===== config.mk =====
export PLATFORM = sky130hd
export DESIGN_NAME = amf3_scalar_value_decoder
export DESIGN_NICKNAME = d
export VERILOG_FILES = /design/src/sv/amf3_pkg.sv /design/src/sv/amf3_core.sv /design/src/sv/amf3_scalar_value_decoder.sv
export SDC_FILE = /design/constraint.sdc
export NUM_CORES = 1
export LEC_CHECK = 0
export BUFFER_PORTS_ARGS = -buffer_cell sky130_fd_sc_hd__buf_2
export CAP_MARGIN = 20
export CORE_MARGIN = 2
export CORE_UTILIZATION = 50
export DETAILED_ROUTE_END_ITERATION = 8
export PLACE_DENSITY = 0.81
export SLEW_MARGIN = 20
export SYNTH_ARGS = -nofsm -noshare
export SYNTH_HDL_FRONTEND = slang
export SYNTH_SLANG_ARGS = --single-unit

===== constraint.sdc =====
create_clock -name clk -period 16.1 [get_ports clk]
set_input_delay 4.83 -clock clk [delete_from_list [all_inputs] [get_ports clk]]
set_output_delay 4.83 -clock clk [all_outputs]
set_load 0.03 [all_outputs]

===== src/sv/amf3_pkg.sv =====
// Shared types and constants of the AMF3 scalar value decoder.
package amf3_pkg;

	localparam int DATA_W = 8;
	localparam int INT_W  = 29;
	localparam int DBL_W  = 64;
	localparam int KIND_W = 3;
	localparam int CNT_W  = 3;

	// Width of the result beat, padded up to whole bytes.
	localparam int RES_W  = KIND_W + INT_W + DBL_W;
	localparam int TDATA_OUT_W = ((RES_W + 7) / 8) * 8;

	localparam logic [DATA_W-1:0] MARK_FALSE = 8'h02;
	localparam logic [DATA_W-1:0] MARK_TRUE  = 8'h03;
	localparam logic [DATA_W-1:0] MARK_INT   = 8'h04;
	localparam logic [DATA_W-1:0] MARK_DBL   = 8'h05;

	// U29 groups before the full-byte group.
	localparam logic [CNT_W-1:0] U29_GROUPS = 3'd3;
	// Index of the last payload byte of a double.
	localparam logic [CNT_W-1:0] DBL_LAST   = 3'd7;

	typedef enum logic [1:0] {
		PH_TYPE = 2'd0,
		PH_INT  = 2'd1,
		PH_DBL  = 2'd2,
		PH_SKIP = 2'd3
	} phase_t;

	typedef enum logic [KIND_W-1:0] {
		KIND_NIL    = 3'd0,
		KIND_FALSE  = 3'd1,
		KIND_TRUE   = 3'd2,
		KIND_INT    = 3'd3,
		KIND_DOUBLE = 3'd4
	} kind_t;

	typedef struct packed {
		logic             cut_short;
		logic [DBL_W-1:0] double_bits;
		logic [INT_W-1:0] int_value;
		kind_t            value_kind;
	} result_t;

endpackage


===== src/sv/amf3_core.sv =====
// Decode state machine and accumulators: one message byte per enabled cycle.
module amf3_core (
	input  logic                          clk,
	input  logic                          arst_n,
	input  logic                          en,
	input  logic [amf3_pkg::DATA_W-1:0]   data_byte,
	input  logic                          last_byte,
	output logic                          res_valid,
	output amf3_pkg::result_t             res
);

	amf3_pkg::phase_t              phase_q, phase_d;
	logic [amf3_pkg::CNT_W-1:0]    cnt_q, cnt_d;
	logic [amf3_pkg::INT_W-1:0]    int_q, int_d, int_shift;
	logic [amf3_pkg::DBL_W-1:0]    dbl_q, dbl_d, dbl_shift;
	logic                          int_done;

	always_ff @(posedge clk or negedge arst_n) begin
		if (!arst_n) begin
			phase_q <= amf3_pkg::PH_TYPE;
			cnt_q   <= '0;
			int_q   <= '0;
			dbl_q   <= '0;
		end else if (en) begin
			phase_q <= phase_d;
			cnt_q   <= cnt_d;
			int_q   <= int_d;
			dbl_q   <= dbl_d;
		end
	end

	always_comb begin
		// Early groups carry 7 bits; the fourth byte carries all 8.
		if (cnt_q < amf3_pkg::U29_GROUPS) begin
			int_shift = {int_q[amf3_pkg::INT_W-8:0], data_byte[6:0]};
			int_done  = !data_byte[7];
		end else begin
			int_shift = {int_q[amf3_pkg::INT_W-9:0], data_byte};
			int_done  = 1'b1;
		end
		dbl_shift = {dbl_q[amf3_pkg::DBL_W-9:0], data_byte};
	end

	always_comb begin
		phase_d         = phase_q;
		cnt_d           = cnt_q;
		int_d           = int_q;
		dbl_d           = dbl_q;
		res_valid       = 1'b0;
		res.value_kind  = amf3_pkg::KIND_NIL;
		res.int_value   = '0;
		res.double_bits = '0;
		res.cut_short   = 1'b0;

		case (phase_q)
			amf3_pkg::PH_TYPE: begin
				cnt_d = '0;
				int_d = '0;
				dbl_d = '0;
				if (data_byte == amf3_pkg::MARK_INT || data_byte == amf3_pkg::MARK_DBL) begin
					if (last_byte) begin
						res_valid     = 1'b1;
						res.cut_short = 1'b1;
					end else begin
						phase_d = (data_byte == amf3_pkg::MARK_INT) ?
							amf3_pkg::PH_INT : amf3_pkg::PH_DBL;
					end
				end else begin
					res_valid = 1'b1;
					if (data_byte == amf3_pkg::MARK_FALSE)
						res.value_kind = amf3_pkg::KIND_FALSE;
					else if (data_byte == amf3_pkg::MARK_TRUE)
						res.value_kind = amf3_pkg::KIND_TRUE;
					phase_d = last_byte ? amf3_pkg::PH_TYPE : amf3_pkg::PH_SKIP;
				end
			end
			amf3_pkg::PH_INT: begin
				cnt_d = cnt_q + amf3_pkg::CNT_W'(1);
				int_d = int_shift;
				if (int_done) begin
					res_valid      = 1'b1;
					res.value_kind = amf3_pkg::KIND_INT;
					res.int_value  = int_shift;
					phase_d        = last_byte ? amf3_pkg::PH_TYPE : amf3_pkg::PH_SKIP;
				end else if (last_byte) begin
					res_valid     = 1'b1;
					res.cut_short = 1'b1;
					phase_d       = amf3_pkg::PH_TYPE;
				end
			end
			amf3_pkg::PH_DBL: begin
				cnt_d = cnt_q + amf3_pkg::CNT_W'(1);
				dbl_d = dbl_shift;
				if (cnt_q == amf3_pkg::DBL_LAST) begin
					res_valid       = 1'b1;
					res.value_kind  = amf3_pkg::KIND_DOUBLE;
					res.double_bits = dbl_shift;
					phase_d         = last_byte ? amf3_pkg::PH_TYPE : amf3_pkg::PH_SKIP;
				end else if (last_byte) begin
					res_valid     = 1'b1;
					res.cut_short = 1'b1;
					phase_d       = amf3_pkg::PH_TYPE;
				end
			end
			amf3_pkg::PH_SKIP: begin
				if (last_byte)
					phase_d = amf3_pkg::PH_TYPE;
			end
			default: begin
				phase_d = amf3_pkg::PH_TYPE;
			end
		endcase

		// Drop the accumulators whenever a message's value is settled.
		if (res_valid || phase_d == amf3_pkg::PH_SKIP) begin
			cnt_d = '0;
			int_d = '0;
			dbl_d = '0;
		end
	end

endmodule


===== src/sv/amf3_scalar_value_decoder.sv =====
// Top level of the AMF3 scalar value decoder: input stage, decode core, result register.
//
// The decoder takes a serialized AMF3 message one byte per beat on the s_ side, with
// s_tlast on the final byte, and returns one result beat per message for its first
// value: nil, false, true, a U29 integer or the raw 64 bits of a double. Bytes after
// the value are skipped up to the end of the message. A message that ends inside an
// integer or double gives nil with m_tuser (cut_short) set. Throughput is one byte
// per clock cycle while the decode step is not stalled. A byte is registered in the
// input stage, and when it settles a value its result loads into the result register
// and shows on m_tvalid. A single combinational decode step lies between those two
// registers. Backpressure on m_tready stalls the decode step once the result register
// holds a beat that has not been taken; the byte in the input stage then waits,
// whether or not it settles a value, and s_tready stays low while that stage is
// occupied and the result beat is not drained.
module amf3_scalar_value_decoder (
	input  logic                                 clk,
	input  logic                                 arst_n,
	input  logic                                 s_tvalid,
	output logic                                 s_tready,
	input  logic [7:0]                           s_tdata,  // [7:0] data_byte
	input  logic                                 s_tlast,  // last_byte
	output logic                                 m_tvalid,
	input  logic                                 m_tready,
	output logic [amf3_pkg::TDATA_OUT_W-1:0]     m_tdata,  // [2:0] value_kind,
	                                                       // [31:3] int_value,
	                                                       // [95:32] double_bits
	output logic                                 m_tuser   // cut_short
);

	logic                          valid_s1;
	logic [amf3_pkg::DATA_W-1:0]   byte_s1;
	logic                          last_s1;
	logic                          adv;
	logic                          core_en;
	logic                          res_valid;
	amf3_pkg::result_t             res;
	logic                          out_valid_q;
	amf3_pkg::result_t             out_q;

	// Advance the decode step whenever the result register is free or being drained.
	assign adv      = !out_valid_q || m_tready;
	assign core_en  = valid_s1 && adv;
	assign s_tready = !valid_s1 || adv;

	// Input stage: hold the byte until the core can take it.
	always_ff @(posedge clk or negedge arst_n) begin
		if (!arst_n) begin
			valid_s1 <= 1'b0;
		end else if (s_tready) begin
			valid_s1 <= s_tvalid;
		end
	end

	always_ff @(posedge clk) begin
		if (s_tready && s_tvalid) begin
			byte_s1 <= s_tdata;
			last_s1 <= s_tlast;
		end
	end

	amf3_core u_core (
		.clk       (clk),
		.arst_n    (arst_n),
		.en        (core_en),
		.data_byte (byte_s1),
		.last_byte (last_s1),
		.res_valid (res_valid),
		.res       (res)
	);

	// Result register: load a settled value, clear once the beat is taken.
	always_ff @(posedge clk or negedge arst_n) begin
		if (!arst_n) begin
			out_valid_q <= 1'b0;
		end else if (adv) begin
			out_valid_q <= core_en && res_valid;
		end
	end

	always_ff @(posedge clk) begin
		if (core_en && res_valid)
			out_q <= res;
	end

	assign m_tvalid = out_valid_q;
	assign m_tdata  = amf3_pkg::TDATA_OUT_W'({out_q.double_bits, out_q.int_value,
		out_q.value_kind});
	assign m_tuser  = out_q.cut_short;

endmodule


* Word-level counts from Yosys, hierarchy flattened
Cells that the tools add are included.
Operators by class: $lt $le $gt $ge 1, muxes and demuxes 31, add/subtract/negate cells 1, reductions and logical operators 20, equality and inequality tests 9
Operators by type and width (number):
- 56-bit one-hot mux with 2 select lines | 1
- 56-bit two-way mux | 1
- 22-bit one-hot mux with 2 select lines | 1
- 29-bit two-way mux | 1
- 22-bit two-way mux | 1
- 2-bit two-way mux | 10
- 8-bit by 2-bit == test with 1-bit output (second input constant) | 2
- 8-bit by 3-bit == test with 1-bit output (second input constant) | 2
- 2-bit AND reduction | 5
- 3-bit two-way mux | 3
- 3-bit one-hot mux with 3 select lines | 1
- 3-bit nonzero test | 3
- 1-bit two-way mux | 8
- 2-bit one-hot mux with 4 select lines | 1
- 2-bit == test (second input constant) | 3
- 1-bit one-hot mux with 3 select lines | 2
- 3-bit one-hot mux with 2 select lines | 1
- 1-bit logical OR | 4
- 3-bit by 1-bit adder with 3-bit output (second input constant) | 1
- 3-bit == test (second input constant) | 1
- 1-bit logical AND | 3
- 1-bit zero test | 3
- 3-bit by 2-bit < comparator with 1-bit output (second input constant) | 1
- 2-bit by 1-bit == test with 1-bit output (second input constant) | 1
- other kinds (2) | 2
Storage, ports and cells: register bits after elaboration 191, output and inout port bits 99, input bits 13, logic and storage cells 74

* Logic depth before layout (Yosys ltp)
Gate-level depths: netlist of run 1.
depth in word-level cells 9, mapped depth 11, depth with buffers taken out 8

* Cells and area by module
Synthesis of run 1 repeated with hierarchy kept, for this count alone.
Second synthesis, totals: cell total of the unflattened synthesis 642, area, all modules 8101.5 sq um
Modules (own cells, without submodules):
- amf3_core | sequential area each 2077.0 sq um, instances 1, area an instance 4807.1 sq um, cells each 526
- amf3_scalar_value_decoder | sequential area each 3233.1 sq um, instances 1, area an instance 3294.4 sq um, cells each 116

* Worst setup path before layout of run 1
Ideal clock, no wire load.
kind in2out, from input m_tready, to output s_tready, data arrival time 5.176 ns, setup slack 6.094 ns, path buffers 0, required time 11.270 ns, stages on the path 1, path through nand3b_1
On the way: longest elaborated chain between the ends 2
RTL lines:
- start: declaration | RTL line amf3_scalar_value_decoder.sv:23 | input logic m_tready,
- 1-bit logical OR | RTL line amf3_scalar_value_decoder.sv:41 | assign adv = !out_valid_q || m_tready;
- 1-bit logical OR | RTL line amf3_scalar_value_decoder.sv:43 | assign s_tready = !valid_s1 || adv;
- end: declaration | RTL line amf3_scalar_value_decoder.sv:19 | output logic s_tready,
Every way passes these cells.

* Final worst setup path of run 1
Same ends and word-level chain as after synthesis.

==> results.tsv, run 1 <==
stage	metric	value	unit
run_status	status	complete, no violations	
clock_network	Clk pin slew, worst setup/hold paths	70	ps
synthesis	Synth Flop Type	edfxtp_1	
layout	nets@finish	624	
sta	Tmin final	10130	ps
critical_path	CP max FO	3	
min_path	Min-Delay Path Class	flip-flop to flip-flop	
detailed_routing	# DRC	0	
critical_path	WS Path Type	input port to output pin	
synthesis	Avg Cell Area, Syn	14.83	µm²
clock_network	clock latency on the worst-skew pair	440	ps
layout	layout cell share with drive strength beyond 1	25.40	%
synthesis	Synth async-reset ratio	44.50	%
pwr	Leak	3.881	nW
layout	P&R area growth vs syn	16.36	%
detailed_routing	first-iteration detailed-routing DRC count	544	
critical_path	CP Data Arrival Time	5300	ps
place	post-DP HPWL	9534	µm
critical_path	R2R depth	6	
detailed_routing	wire length per cell	18.97	µm
clock_network	H-tree depth	4	
clock_network	Root Buffer	clkbuf_16	
synthesis	leading post-synthesis cells by cell area	edfxtp_1 (42%), dfrtp_1 (28%), a22o_1 (6.6%)	
pwr	total design power	1.592	mW
critical_path	startpoint types	input port	
place	routability cong.	0.8540	
synthesis	leading cell type by number of instances after synthesis	edfxtp_1	
job	Max Cap Violations	0	
floorplan	Ports	112	
detailed_routing	Final ANT Viol Nets	0	
synthesis	cell taking the most area after synthesis	edfxtp_1	
synthesis	Yosys reg bits	191	
detailed_routing	Post-Route WL	15220	µm
synthesis	Syn Std Cell Area	7518	µm²
sta	Hold Vio Cnt, Final	0	
clock_network	TritonCTS Buffers	17	
sta	worst slew pin tran	1076	ps
synthesis	sequential area share after synthesis	70.63	%
global_routing	overall global routing resource usage	19.50	%
floorplan	FP Rows	44	
detailed_routing	vias	4731	
clock_network	CTS resizes	0	
clock_network	clock buffer depth	2	
sta	final setup fails	0	
floorplan	Starting Density	51.54	%
sta	Pins Over Slew Limit	0	
clock_network	Sink Count	191	
synthesis	Net Count, Synth	526	
sta	setup_tns	0	ps
global_routing	gr ovfl total	0	
global_routing	vias in the first global route	4561	
critical_path	Worst Setup End Kind	output pin	
global_routing	first-pass GRT wire length	24370	µm
place	Placed Area	8162	µm²
clock_network	hold buffers post-CTS	0	
synthesis	post-synthesis cell count	507	
detailed_routing	Vias/cell	5.899	
place	port bufs	111	
synthesis	Yosys cell types	41	
min_path	worst hold path cell count	1	
detailed_routing	DRT Pass-1 Iters	5	
pwr	PD cells	182.0	nW/µm²
sta	period utilization	62.94	%
sta	Hold WS	501.1	ps
sta	Worst slew margin	28.29	%
sta	unrepaired setup endpoints after global routing	no	
sta	Worst Skew	20.69	ps
floorplan	core footprint	14590	µm²
layout	post-layout util	59.97	%
pwr	maximum VDD drop	129.6	µV
floorplan	die area	16030	µm²
sta	FMAX	0.09868	GHz
synthesis	Synth top cells by count	edfxtp_1 (106), dfrtp_1 (85), and3_1 (70), a22o_1 (57), nor2_1 (24)	
clock_network	CTS tree	done	
synthesis	top cell type's share of synthesized area	42.34	%
layout	design area	8748	µm²
synthesis	YS warnings	0	
global_routing	initial antenna violation count	0	
layout	ANT cells	0	
floorplan	Die X	126.6	µm
clock_network	post-CTS setup buffers	0	
synthesis	EDFF count, synth	106	
critical_path	WP data required	11270	ps
global_routing	largest net degree at the start of global routing	86	
floorplan	die height	126.6	µm
## cells in the final DEF, fill, tap and decap left out, drive strengths merged, types with 5 or more instances in the layout
master,netlist,routed
a21oi,11,11
a22o,57,57
a32o,9,9
and3,70,70
buf,15,116
clkbuf,23,20
clkinv,0,5
dfrtp,85,85
edfxtp,106,106
ha,6,6
inv,5,8
mux2i,14,14
nand2,19,19
nand2b,5,5
nor2,24,24
nor3,6,6
o21ai,7,7
o2bb2ai,15,15
## layer usage
metal	track usage (%)	part of all wire, %	vias to the layer above
met4	6.076	1.7	0
met2	29.60	48	163
met5	0	0	-
li1	-	-	2151
met3	4.386	5.1	20
met1	28.46	45	2397
## path summary, 6_finish.rpt
kind,from,end,slack (ps)
min in group asynchronous,arst_n,u_core.dbl_q[7]$_DFFE_PN0P_,4450
min,u_core.int_q[21]$_DFFE_PN0P_,u_core.int_q[21]$_DFFE_PN0P_,500
max in group asynchronous,arst_n,u_core.int_q[21]$_DFFE_PN0P_,11120
max reg2reg,u_core.phase_q[0]$_DFFE_PN0P_,m_tdata[39]$_SDFFCE_PN0P_,12390
min reg2reg,u_core.int_q[21]$_DFFE_PN0P_,u_core.int_q[21]$_DFFE_PN0P_,500
max,m_tready,s_tready,5970
## flip-flops by register name, summed over array words and instances (netlist names)
register,cells
byte_s1,8
last_s1,1
m_tdata,96
m_tuser,1
m_tvalid,1
u_core.cnt_q,3
u_core.dbl_q,56
u_core.int_q,22
u_core.phase_q,2
valid_s1,1
## through the flow
stage	std cells	setup WS, ps
finish	802	5966
global route	802	5927
CTS	801	5969
detailed placement	769	5974
global placement	769	5985
floorplan	507	6094
## area by class of cell
class	count	area [µm²]
Timing Repair Buffer	117	613.1
Inverter	5	18.77
Clock buffer	19	432.9
Fill cell	1099	5841
Tap cell	184	230.2
Multi-Input combinational cell	273	2007
Clock inverter	13	136.4
Sequential cell	191	5310
## critical path, cell delays in order
cell,delay [ps]
buf_2,100
nand3b_1,180
buf_2,200
## report_power, final
part	switching, mW	internal [mW]	leakage, nW
clock	0.184	0.217	0.265
sequential	0.0450	0.654	2.22
combinational	0.380	0.111	1.40
total	0.609	0.982	3.88
## cell families (layout without fill, tap and decap cells)
logic type                 Yosys count  in the layout  synth area share (%)
AOI/OAI and AO/OA                  115            115                 13.30
adders and majority gates            6              6                0.9985
buffers and inverters               43            154                 2.896
DFF                                191            191                 70.63
muxes                               14             14                 1.864
and+or+nand+nor                    138            138                 10.32
(Power assumes the default switching activity.)
==> run 2, diff against run 1 <==
--- a/config.mk
+++ b/config.mk
@@ -10,7 +10,7 @@
 export CORE_MARGIN = 2
 export CORE_UTILIZATION = 50
 export DETAILED_ROUTE_END_ITERATION = 8
-export PLACE_DENSITY = 0.81
+export PLACE_DENSITY = 0.84
 export SLEW_MARGIN = 20
 export SYNTH_ARGS = -nofsm -noshare
 export SYNTH_HDL_FRONTEND = slang
==> constraint.sdc (replaced) <==
create_clock -name clk -period 9 [get_ports clk]
set_input_delay 2.7 -clock clk [delete_from_list [all_inputs] [get_ports clk]]
set_output_delay 2.7 -clock clk [all_outputs]
set_load 0.03 [all_outputs]
==> run 2 against run 1 <==
  * Worst setup slack worse by 2800 ps
  * Count of clock-buffer cells in the layout unchanged
  * Clock skew shrank 11 ps
  * Critical endpoint unchanged
  * Flip-flop and latch count unchanged
  * Combinational power increased by 79%
  * Global-route usage barely moved
  * Design area about the same
  * Worst hold slack lost 8.0 ps
  * Final cell count fell by 0.25%
  * Register-to-register slack got worse by 7100 ps
==> results.tsv, run 2 (synthesized netlist as in run 1, its figures left out) <==
stage	metric	value	unit	change
run_status	status	complete, no violations		unchanged
detailed_routing	Final ANT Viol Nets	0		unchanged
detailed_routing	DRT Pass-1 Iters	5		unchanged
global_routing	gr ovfl total	0		unchanged
detailed_routing	# DRC	0		unchanged
pwr	maximum VDD drop	175.6	µV	was 129.6 µV
sta	Worst Skew	9.553	ps	was 20.69 ps
job	Max Cap Violations	0		unchanged
sta	period utilization	65.26	%	
sta	Pins Over Slew Limit	0		unchanged
global_routing	initial antenna violation count	0		unchanged
global_routing	vias in the first global route	4538		was 4561
sta	worst slew pin tran	1048	ps	was 1076 ps
layout	ANT cells	0		unchanged
clock_network	H-tree depth	4		unchanged
clock_network	Clk pin slew, worst setup/hold paths	60	ps	was 70 ps
layout	area taken by multi-input logic gates	2009	µm²	was 2007 µm²
critical_path	WP depth	3		unchanged
floorplan	Die X	126.6	µm	unchanged
global_routing	overall global routing resource usage	19.52	%	was 19.50%
layout	storage element area	5310	µm²	unchanged
global_routing	first-pass GRT wire length	24270	µm	was 24370 µm
detailed_routing	Vias/cell	5.896		was 5.899
critical_path	CP max FO	3		unchanged
critical_path	worst path cell trace	buf_2 > nand3b_1 > buf_2		unchanged
global_routing	largest net degree at the start of global routing	86		unchanged
layout	Largest register FFs	96		unchanged
critical_path	R2R depth	8		was 6
sta	Hold Vio Cnt, Final	0		unchanged
sta	Worst slew margin	30.16	%	was 28.29%
layout	P&R area growth vs syn	16.29	%	was 16.36%
detailed_routing	Met1 Routed Length	6557	µm	was 6912 µm
clock_network	post-CTS setup buffers	0		unchanged
critical_path	max incr delay on CP	200	ps	about the same
place	port bufs	111		unchanged
clock_network	clock latency on the worst-skew pair	440	ps	about the same
clock_network	clock buffer depth	2		unchanged
critical_path	delay-heaviest family, CP	buffers and inverters		unchanged
clock_network	CTS resizes	0		unchanged
sta	setup_tns	0	ps	unchanged
detailed_routing	met3 wire length	1042	µm	was 772 µm
place	Inst Count DP	768		was 769
place	routability cong.	0.8951		was 0.8540
critical_path	critical path buffer and inverter count	2		unchanged
sta	unrepaired setup endpoints after global routing	no		unchanged
min_path	worst hold path cell count	1		unchanged
clock_network	Root Buffer	clkbuf_16		unchanged
detailed_routing	wire length per cell	18.84	µm	was 18.97 µm
floorplan	die height	126.6	µm	unchanged
sta	final setup fails	0		unchanged
layout	most common cell after layout, fill and taps aside	buf_2		unchanged
floorplan	Starting Density	51.54	%	unchanged
layout	leading cell types in the layout, fill and taps excluded	buf_2 (110), edfxtp_1 (106), dfrtp_1 (85)		unchanged
critical_path	WS Path Type	input port to output pin		unchanged
pwr	total design power	2.860	mW	was 1.592 mW
floorplan	die area	16030	µm²	unchanged
layout	Layout fillers	1060		was 1099
detailed_routing	Post-Route WL	15070	µm	was 15220 µm
place	post-DP HPWL	9490	µm	was 9534 µm
critical_path	Worst Setup End Kind	output pin		unchanged
detailed_routing	first-iteration detailed-routing DRC count	544		unchanged
detailed_routing	vias	4717		was 4731
floorplan	Ports	112		unchanged
critical_path	CP Data Arrival Time	3170	ps	was 5300 ps
sta	Tmin final	5873	ps	
sta	FMAX	0.1703	GHz	
layout	nets@finish	623		was 624
pwr	PD cells	327.1	nW/µm²	was 182.0 nW/µm²
pwr	Leak	3.872	nW	was 3.881 nW
floorplan	core footprint	14590	µm²	unchanged
floorplan	FP Rows	44		unchanged
clock_network	TritonCTS Buffers	17		unchanged
critical_path	startpoint types	input port		unchanged
clock_network	CTS tree	done		unchanged
detailed_routing	top layer in use	met4		unchanged
layout	Finished Layout Cells	800		was 802
clock_network	hold buffers post-CTS	0		unchanged
critical_path	WP data required	6300	ps	was 11270 ps
critical_path	slowest stage cell, crit path	buf_2		unchanged
clock_network	Sink Count	191		unchanged
detailed_routing	routed length on met2	7189	µm	was 7278 µm
critical_path	Crit path top cell by count	buf_2		unchanged
min_path	Min-Delay Path Class	flip-flop to flip-flop		unchanged
layout	layout cell share with drive strength beyond 1	25.32	%	was 25.40%
run 2: final cells by class:
cell class | count | area share, %
clock buffers | 19 | 4.951
repair buffers | 116 | 6.898
inverters | 5 | 0.2147
flip-flops and latches | 191 | 60.73
well taps | 184 | 2.633
clock inverters | 12 | 1.588
multi-input cells | 273 | 22.98
run 2: worst paths after layout:
check / startpoint / to / slack (ps)
max in group asynchronous: arst_n / u_core.int_q[17]$_DFFE_PN0P_ / 6160
worst min register to register: u_core.dbl_q[53]$_DFFE_PN0P_ / u_core.dbl_q[53]$_DFFE_PN0P_ / 490
worst max register to register: u_core.cnt_q[0]$_DFFE_PN0P_ / m_tdata[95]$_SDFFCE_PN0P_ / 5270
worst max-delay path: m_tready / s_tready / 3130
worst min-delay path: u_core.dbl_q[53]$_DFFE_PN0P_ / u_core.dbl_q[53]$_DFFE_PN0P_ / 490
min in group asynchronous: arst_n / u_core.phase_q[0]$_DFFE_PN0P_ / 2290
run 2: power breakdown:
part | internal, mW | leakage [nW] | total, mW | switching (mW)
logic | 0.199 | 1.39 | 0.880 | 0.681
clock network | 0.410 | 0.267 | 0.729 | 0.319
registers | 1.17 | 2.22 | 1.25 | 0.0810
run 2: metrics by stage:
step | util [%] | hold slack (ps) | setup slack, ps | cell area [µm²]
floorplan | - | 456.0 | 1462 | 7518
global placement | 55.91 | 473.2 | 3142 | 8157
detailed placement | 55.91 | 480.2 | 3130 | 8157
CTS | 59.83 | 497.3 | 3125 | 8728
global route | 59.93 | 521.0 | 3095 | 8743
finish | 59.93 | 493.1 | 3127 | 8743
run 2: per-layer routing:
| layer | global-route usage, % | up-vias |
|---|---|---|
| met5 | 0 | - |
| met4 | 7.304 | 0 |
| met3 | 6.158 | 23 |
| met2 | 28.31 | 177 |
| met1 | 27.92 | 2372 |
| li1 | - | 2145 |
==> run 3, diff against run 2 <==
--- a/config.mk
+++ b/config.mk
@@ -5,6 +5,7 @@
 export SDC_FILE = /design/constraint.sdc
 export NUM_CORES = 1
 export LEC_CHECK = 0
+export ABC_AREA = 1
 export BUFFER_PORTS_ARGS = -buffer_cell sky130_fd_sc_hd__buf_2
 export CAP_MARGIN = 20
 export CORE_MARGIN = 2
==> constraint.sdc (replaced) <==
create_clock -name clk -period 4.8 [get_ports clk]
set_input_delay 1.44 -clock clk [delete_from_list [all_inputs] [get_ports clk]]
set_output_delay 1.44 -clock clk [all_outputs]
set_load 0.03 [all_outputs]
==> run 3 against run 2 <==
  * Synthesized cell count is 76% higher
  * Area after synthesis is 11% higher
  * Final cell count is 52% higher
  * Clock power is 100% higher
  * Clock skew is 1.6 ps lower
==> results.tsv, run 3 <==
stage	metric	value	unit	change
synthesis	EDFF count, synth	106		unchanged
synthesis	leading cell type by number of instances after synthesis	nand2_1		was edfxtp_1
min_path	Min-Delay Path Class	flip-flop to flip-flop		unchanged
layout	storage element area	5310	µm²	unchanged
layout	ANT cells	0		unchanged
global_routing	overall global routing resource usage	20.82	%	was 19.52%
clock_network	clock buffer depth	2		unchanged
synthesis	Net Count, Synth	910		was 526
global_routing	vias in the first global route	6043		was 4538
critical_path	CP Data Arrival Time	3910	ps	was 3170 ps
clock_network	CTS tree	done		unchanged
sta	final setup fails	0		unchanged
floorplan	Die X	133.3	µm	was 126.6 µm
place	Inst Count DP	1180		was 768
global_routing	largest net degree at the start of global routing	61		was 86
synthesis	Synth async-reset ratio	44.50	%	unchanged
run_status	status	complete, no violations		unchanged
sta	FMAX	0.2786	GHz	
floorplan	die height	133.3	µm	was 126.6 µm
synthesis	cell taking the most area after synthesis	edfxtp_1		unchanged
sta	Hold Vio Cnt, Final	0		unchanged
global_routing	first-pass GRT wire length	29430	µm	was 24270 µm
layout	area taken by multi-input logic gates	2650	µm²	was 2009 µm²
pwr	combinational power share	34.6	%	was 30.8%
detailed_routing	vias	6352		was 4717
layout	Largest register FFs	96		unchanged
layout	leading cell types in the layout, fill and taps excluded	nand2_1 (284), nor2_1 (174), buf_2 (110)		was buf_2 (110), edfxtp_1 (106), dfrtp_1 (85)
synthesis	Synth Flop Type	edfxtp_1		unchanged
synthesis	Syn Std Cell Area	8358	µm²	was 7518 µm²
layout	Layout fillers	1343		was 1060
pwr	Clock power frac	25.9	%	was 25.5%
pwr	PD cells	593.9	nW/µm²	was 327.1 nW/µm²
pwr	Leak	4.262	nW	was 3.872 nW
pwr	Sequential Power Share	39.6	%	was 43.7%
sta	Worst slew margin	29.19	%	was 30.16%
sta	unrepaired setup endpoints after global routing	no		unchanged
layout	nets@finish	998		was 623
detailed_routing	first-iteration detailed-routing DRC count	663		was 544
sta	setup_tns	0	ps	unchanged
clock_network	TritonCTS Buffers	17		unchanged
detailed_routing	DRT Pass-1 Iters	5		unchanged
layout	Finished Layout Cells	1212		was 800
place	post-DP HPWL	11190	µm	was 9490 µm
floorplan	die area	17770	µm²	was 16030 µm²
floorplan	Starting Density	50.76	%	was 51.54%
place	routability cong.	0.8523		was 0.8951
clock_network	Root Buffer	clkbuf_16		unchanged
global_routing	gr ovfl total	0		unchanged
job	Max Cap Violations	0		unchanged
clock_network	CTS resizes	0		unchanged
sta	Pins Over Slew Limit	0		unchanged
pwr	maximum VDD drop	422.2	µV	was 175.6 µV
clock_network	post-CTS setup buffers	0		unchanged
floorplan	Ports	112		unchanged
synthesis	top cell type's share of synthesized area	38.08	%	was 42.34%
sta	Tmin final	3589	ps	
clock_network	Sink Count	191		unchanged
sta	worst slew pin tran	1060	ps	was 1048 ps
synthesis	Yosys cell types	26		was 41
synthesis	leading post-synthesis cells by cell area	edfxtp_1 (38%), dfrtp_1 (25%), nand2_1 (13%)		was edfxtp_1 (42%), dfrtp_1 (28%), a22o_1 (6.6%)
critical_path	CP max FO	52		was 3
synthesis	Synth top cells by count	nand2_1 (285), nor2_1 (175), edfxtp_1 (106), nand3_1 (86), dfrtp_1 (85)		was edfxtp_1 (106), dfrtp_1 (85), and3_1 (70), a22o_1 (57), nor2_1 (24)
critical_path	WP data required	5120	ps	was 6300 ps
synthesis	post-synthesis cell count	891		was 507
synthesis	sequential area share after synthesis	63.53	%	was 70.63%
critical_path	startpoint types	flip-flop		was input port
critical_path	WS Path Type	flip-flop to flip-flop		was input port to output pin
critical_path	Worst Setup End Kind	flip-flop		was output pin
clock_network	clock latency on the worst-skew pair	440	ps	about the same
layout	most common cell after layout, fill and taps aside	nand2_1		was buf_2
synthesis	Yosys reg bits	191		unchanged
sta	period utilization	74.77	%	
clock_network	Clk pin slew, worst setup/hold paths	70	ps	was 60 ps
detailed_routing	Post-Route WL	18070	µm	was 15070 µm
detailed_routing	Final ANT Viol Nets	0		unchanged
place	port bufs	111		unchanged
floorplan	FP Rows	47		was 44
synthesis	Avg Cell Area, Syn	9.380	µm²	was 14.83 µm²
detailed_routing	Vias/cell	5.241		was 5.896
layout	P&R area growth vs syn	15.73	%	was 16.29%
layout	layout cell share with drive strength beyond 1	18.04	%	was 25.32%
pwr	Power Internal	3.404	mW	was 1.778 mW
detailed_routing	# DRC	0		unchanged
clock_network	hold buffers post-CTS	0		unchanged
detailed_routing	wire length per cell	14.91	µm	was 18.84 µm
clock_network	H-tree depth	4		unchanged
pwr	Switching Fraction	40.76	%	was 37.82%
sta	Worst Skew	7.949	ps	was 9.553 ps
synthesis	YS warnings	0		unchanged
floorplan	core footprint	16470	µm²	was 14590 µm²
global_routing	initial antenna violation count	0		unchanged
pwr	net switching power	2.342	mW	was 1.082 mW
-- run 3: path summary, 6_finish.rpt --
check	endpoint	slack [ps]	start	cells after the start
max	u_core.dbl_q[48]$_DFFE_PN0P_	1210	u_core.phase_q[0]$_DFFE_PN0P_	15
min	u_core.dbl_q[8]$_DFFE_PN0P_	480	u_core.dbl_q[8]$_DFFE_PN0P_	2
max reg2reg	u_core.dbl_q[48]$_DFFE_PN0P_	1210	u_core.phase_q[0]$_DFFE_PN0P_	15
min reg2reg	u_core.dbl_q[8]$_DFFE_PN0P_	480	u_core.dbl_q[8]$_DFFE_PN0P_	2
max in group asynchronous	u_core.dbl_q[23]$_DFFE_PN0P_	2850	arst_n	2
min in group asynchronous	valid_s1$_DFFE_PN0N_	1070	arst_n	1
-- run 3: final cells by class --
type	count	area share [%]
clock inverters	12	1.488
multi-input cells	609	27.40
repair buffers	121	6.804
flip-flops and latches	191	54.90
clock buffers	20	5.058
inverters	39	1.513
well taps	220	2.846
-- run 3: power by group through the flow --
stage                     Sequential (mW)  Combinational (mW)  Clock (mW)
after floorplan                      2.84               0.979           0
after global placement               2.30                1.94           0
after detailed placement             2.30                1.97           0
after CTS                            2.27                1.97        1.50
after global routing                 2.31                2.11        1.57
final                                2.27                1.99        1.49
-- run 3: critical path, stage by stage (launching register included) --
cell	delay, ps
dfrtp_1	420
inv_1	130
ha_2	520
buf_4	420
nand2_1	140
nor2_1	140
a21oi_1	70
nand2_1	80
nand2_1	50
nand2_1	90
nand2_2	100
nand2_2	450
buf_4	570
nor2_1	80
nand3_1	100
nand2_1	70
-- run 3: per-layer routing --
metal,vias to the layer above,GRT usage (%),wire length (µm)
met5,-,0,0
met3,49,4.642,1158
met2,261,32.88,8613
met1,3005,27.69,7691
li1,3037,-,-
met4,0,9.634,603
-- run 3: logic make-up (layout without fill, tap and decap cells) --
logic type	after synthesis	in the layout	share of synthesized area, %
buffers and inverters	91	192	5.045
adders and majority gates	6	6	0.8982
and+or+nand+nor	568	568	27.59
muxes	13	13	1.557
DFF	191	191	63.53
AOI/OAI and AO/OA	22	22	1.377
-- run 3: per-stage QoR --
stage	cell area (µm²)	utilization (%)	hold slack, ps	power, mW	setup slack [ps]
after global placement	9040	54.90	461.4	4.245	1394
after detailed placement	9040	54.90	465.1	4.270	1332
after global routing	9673	58.75	497.0	5.986	913.2
after floorplan	8366	-	449.1	3.815	506.7
final	9673	58.75	481.0	5.745	1211
after CTS	9673	58.75	483.3	5.748	1327
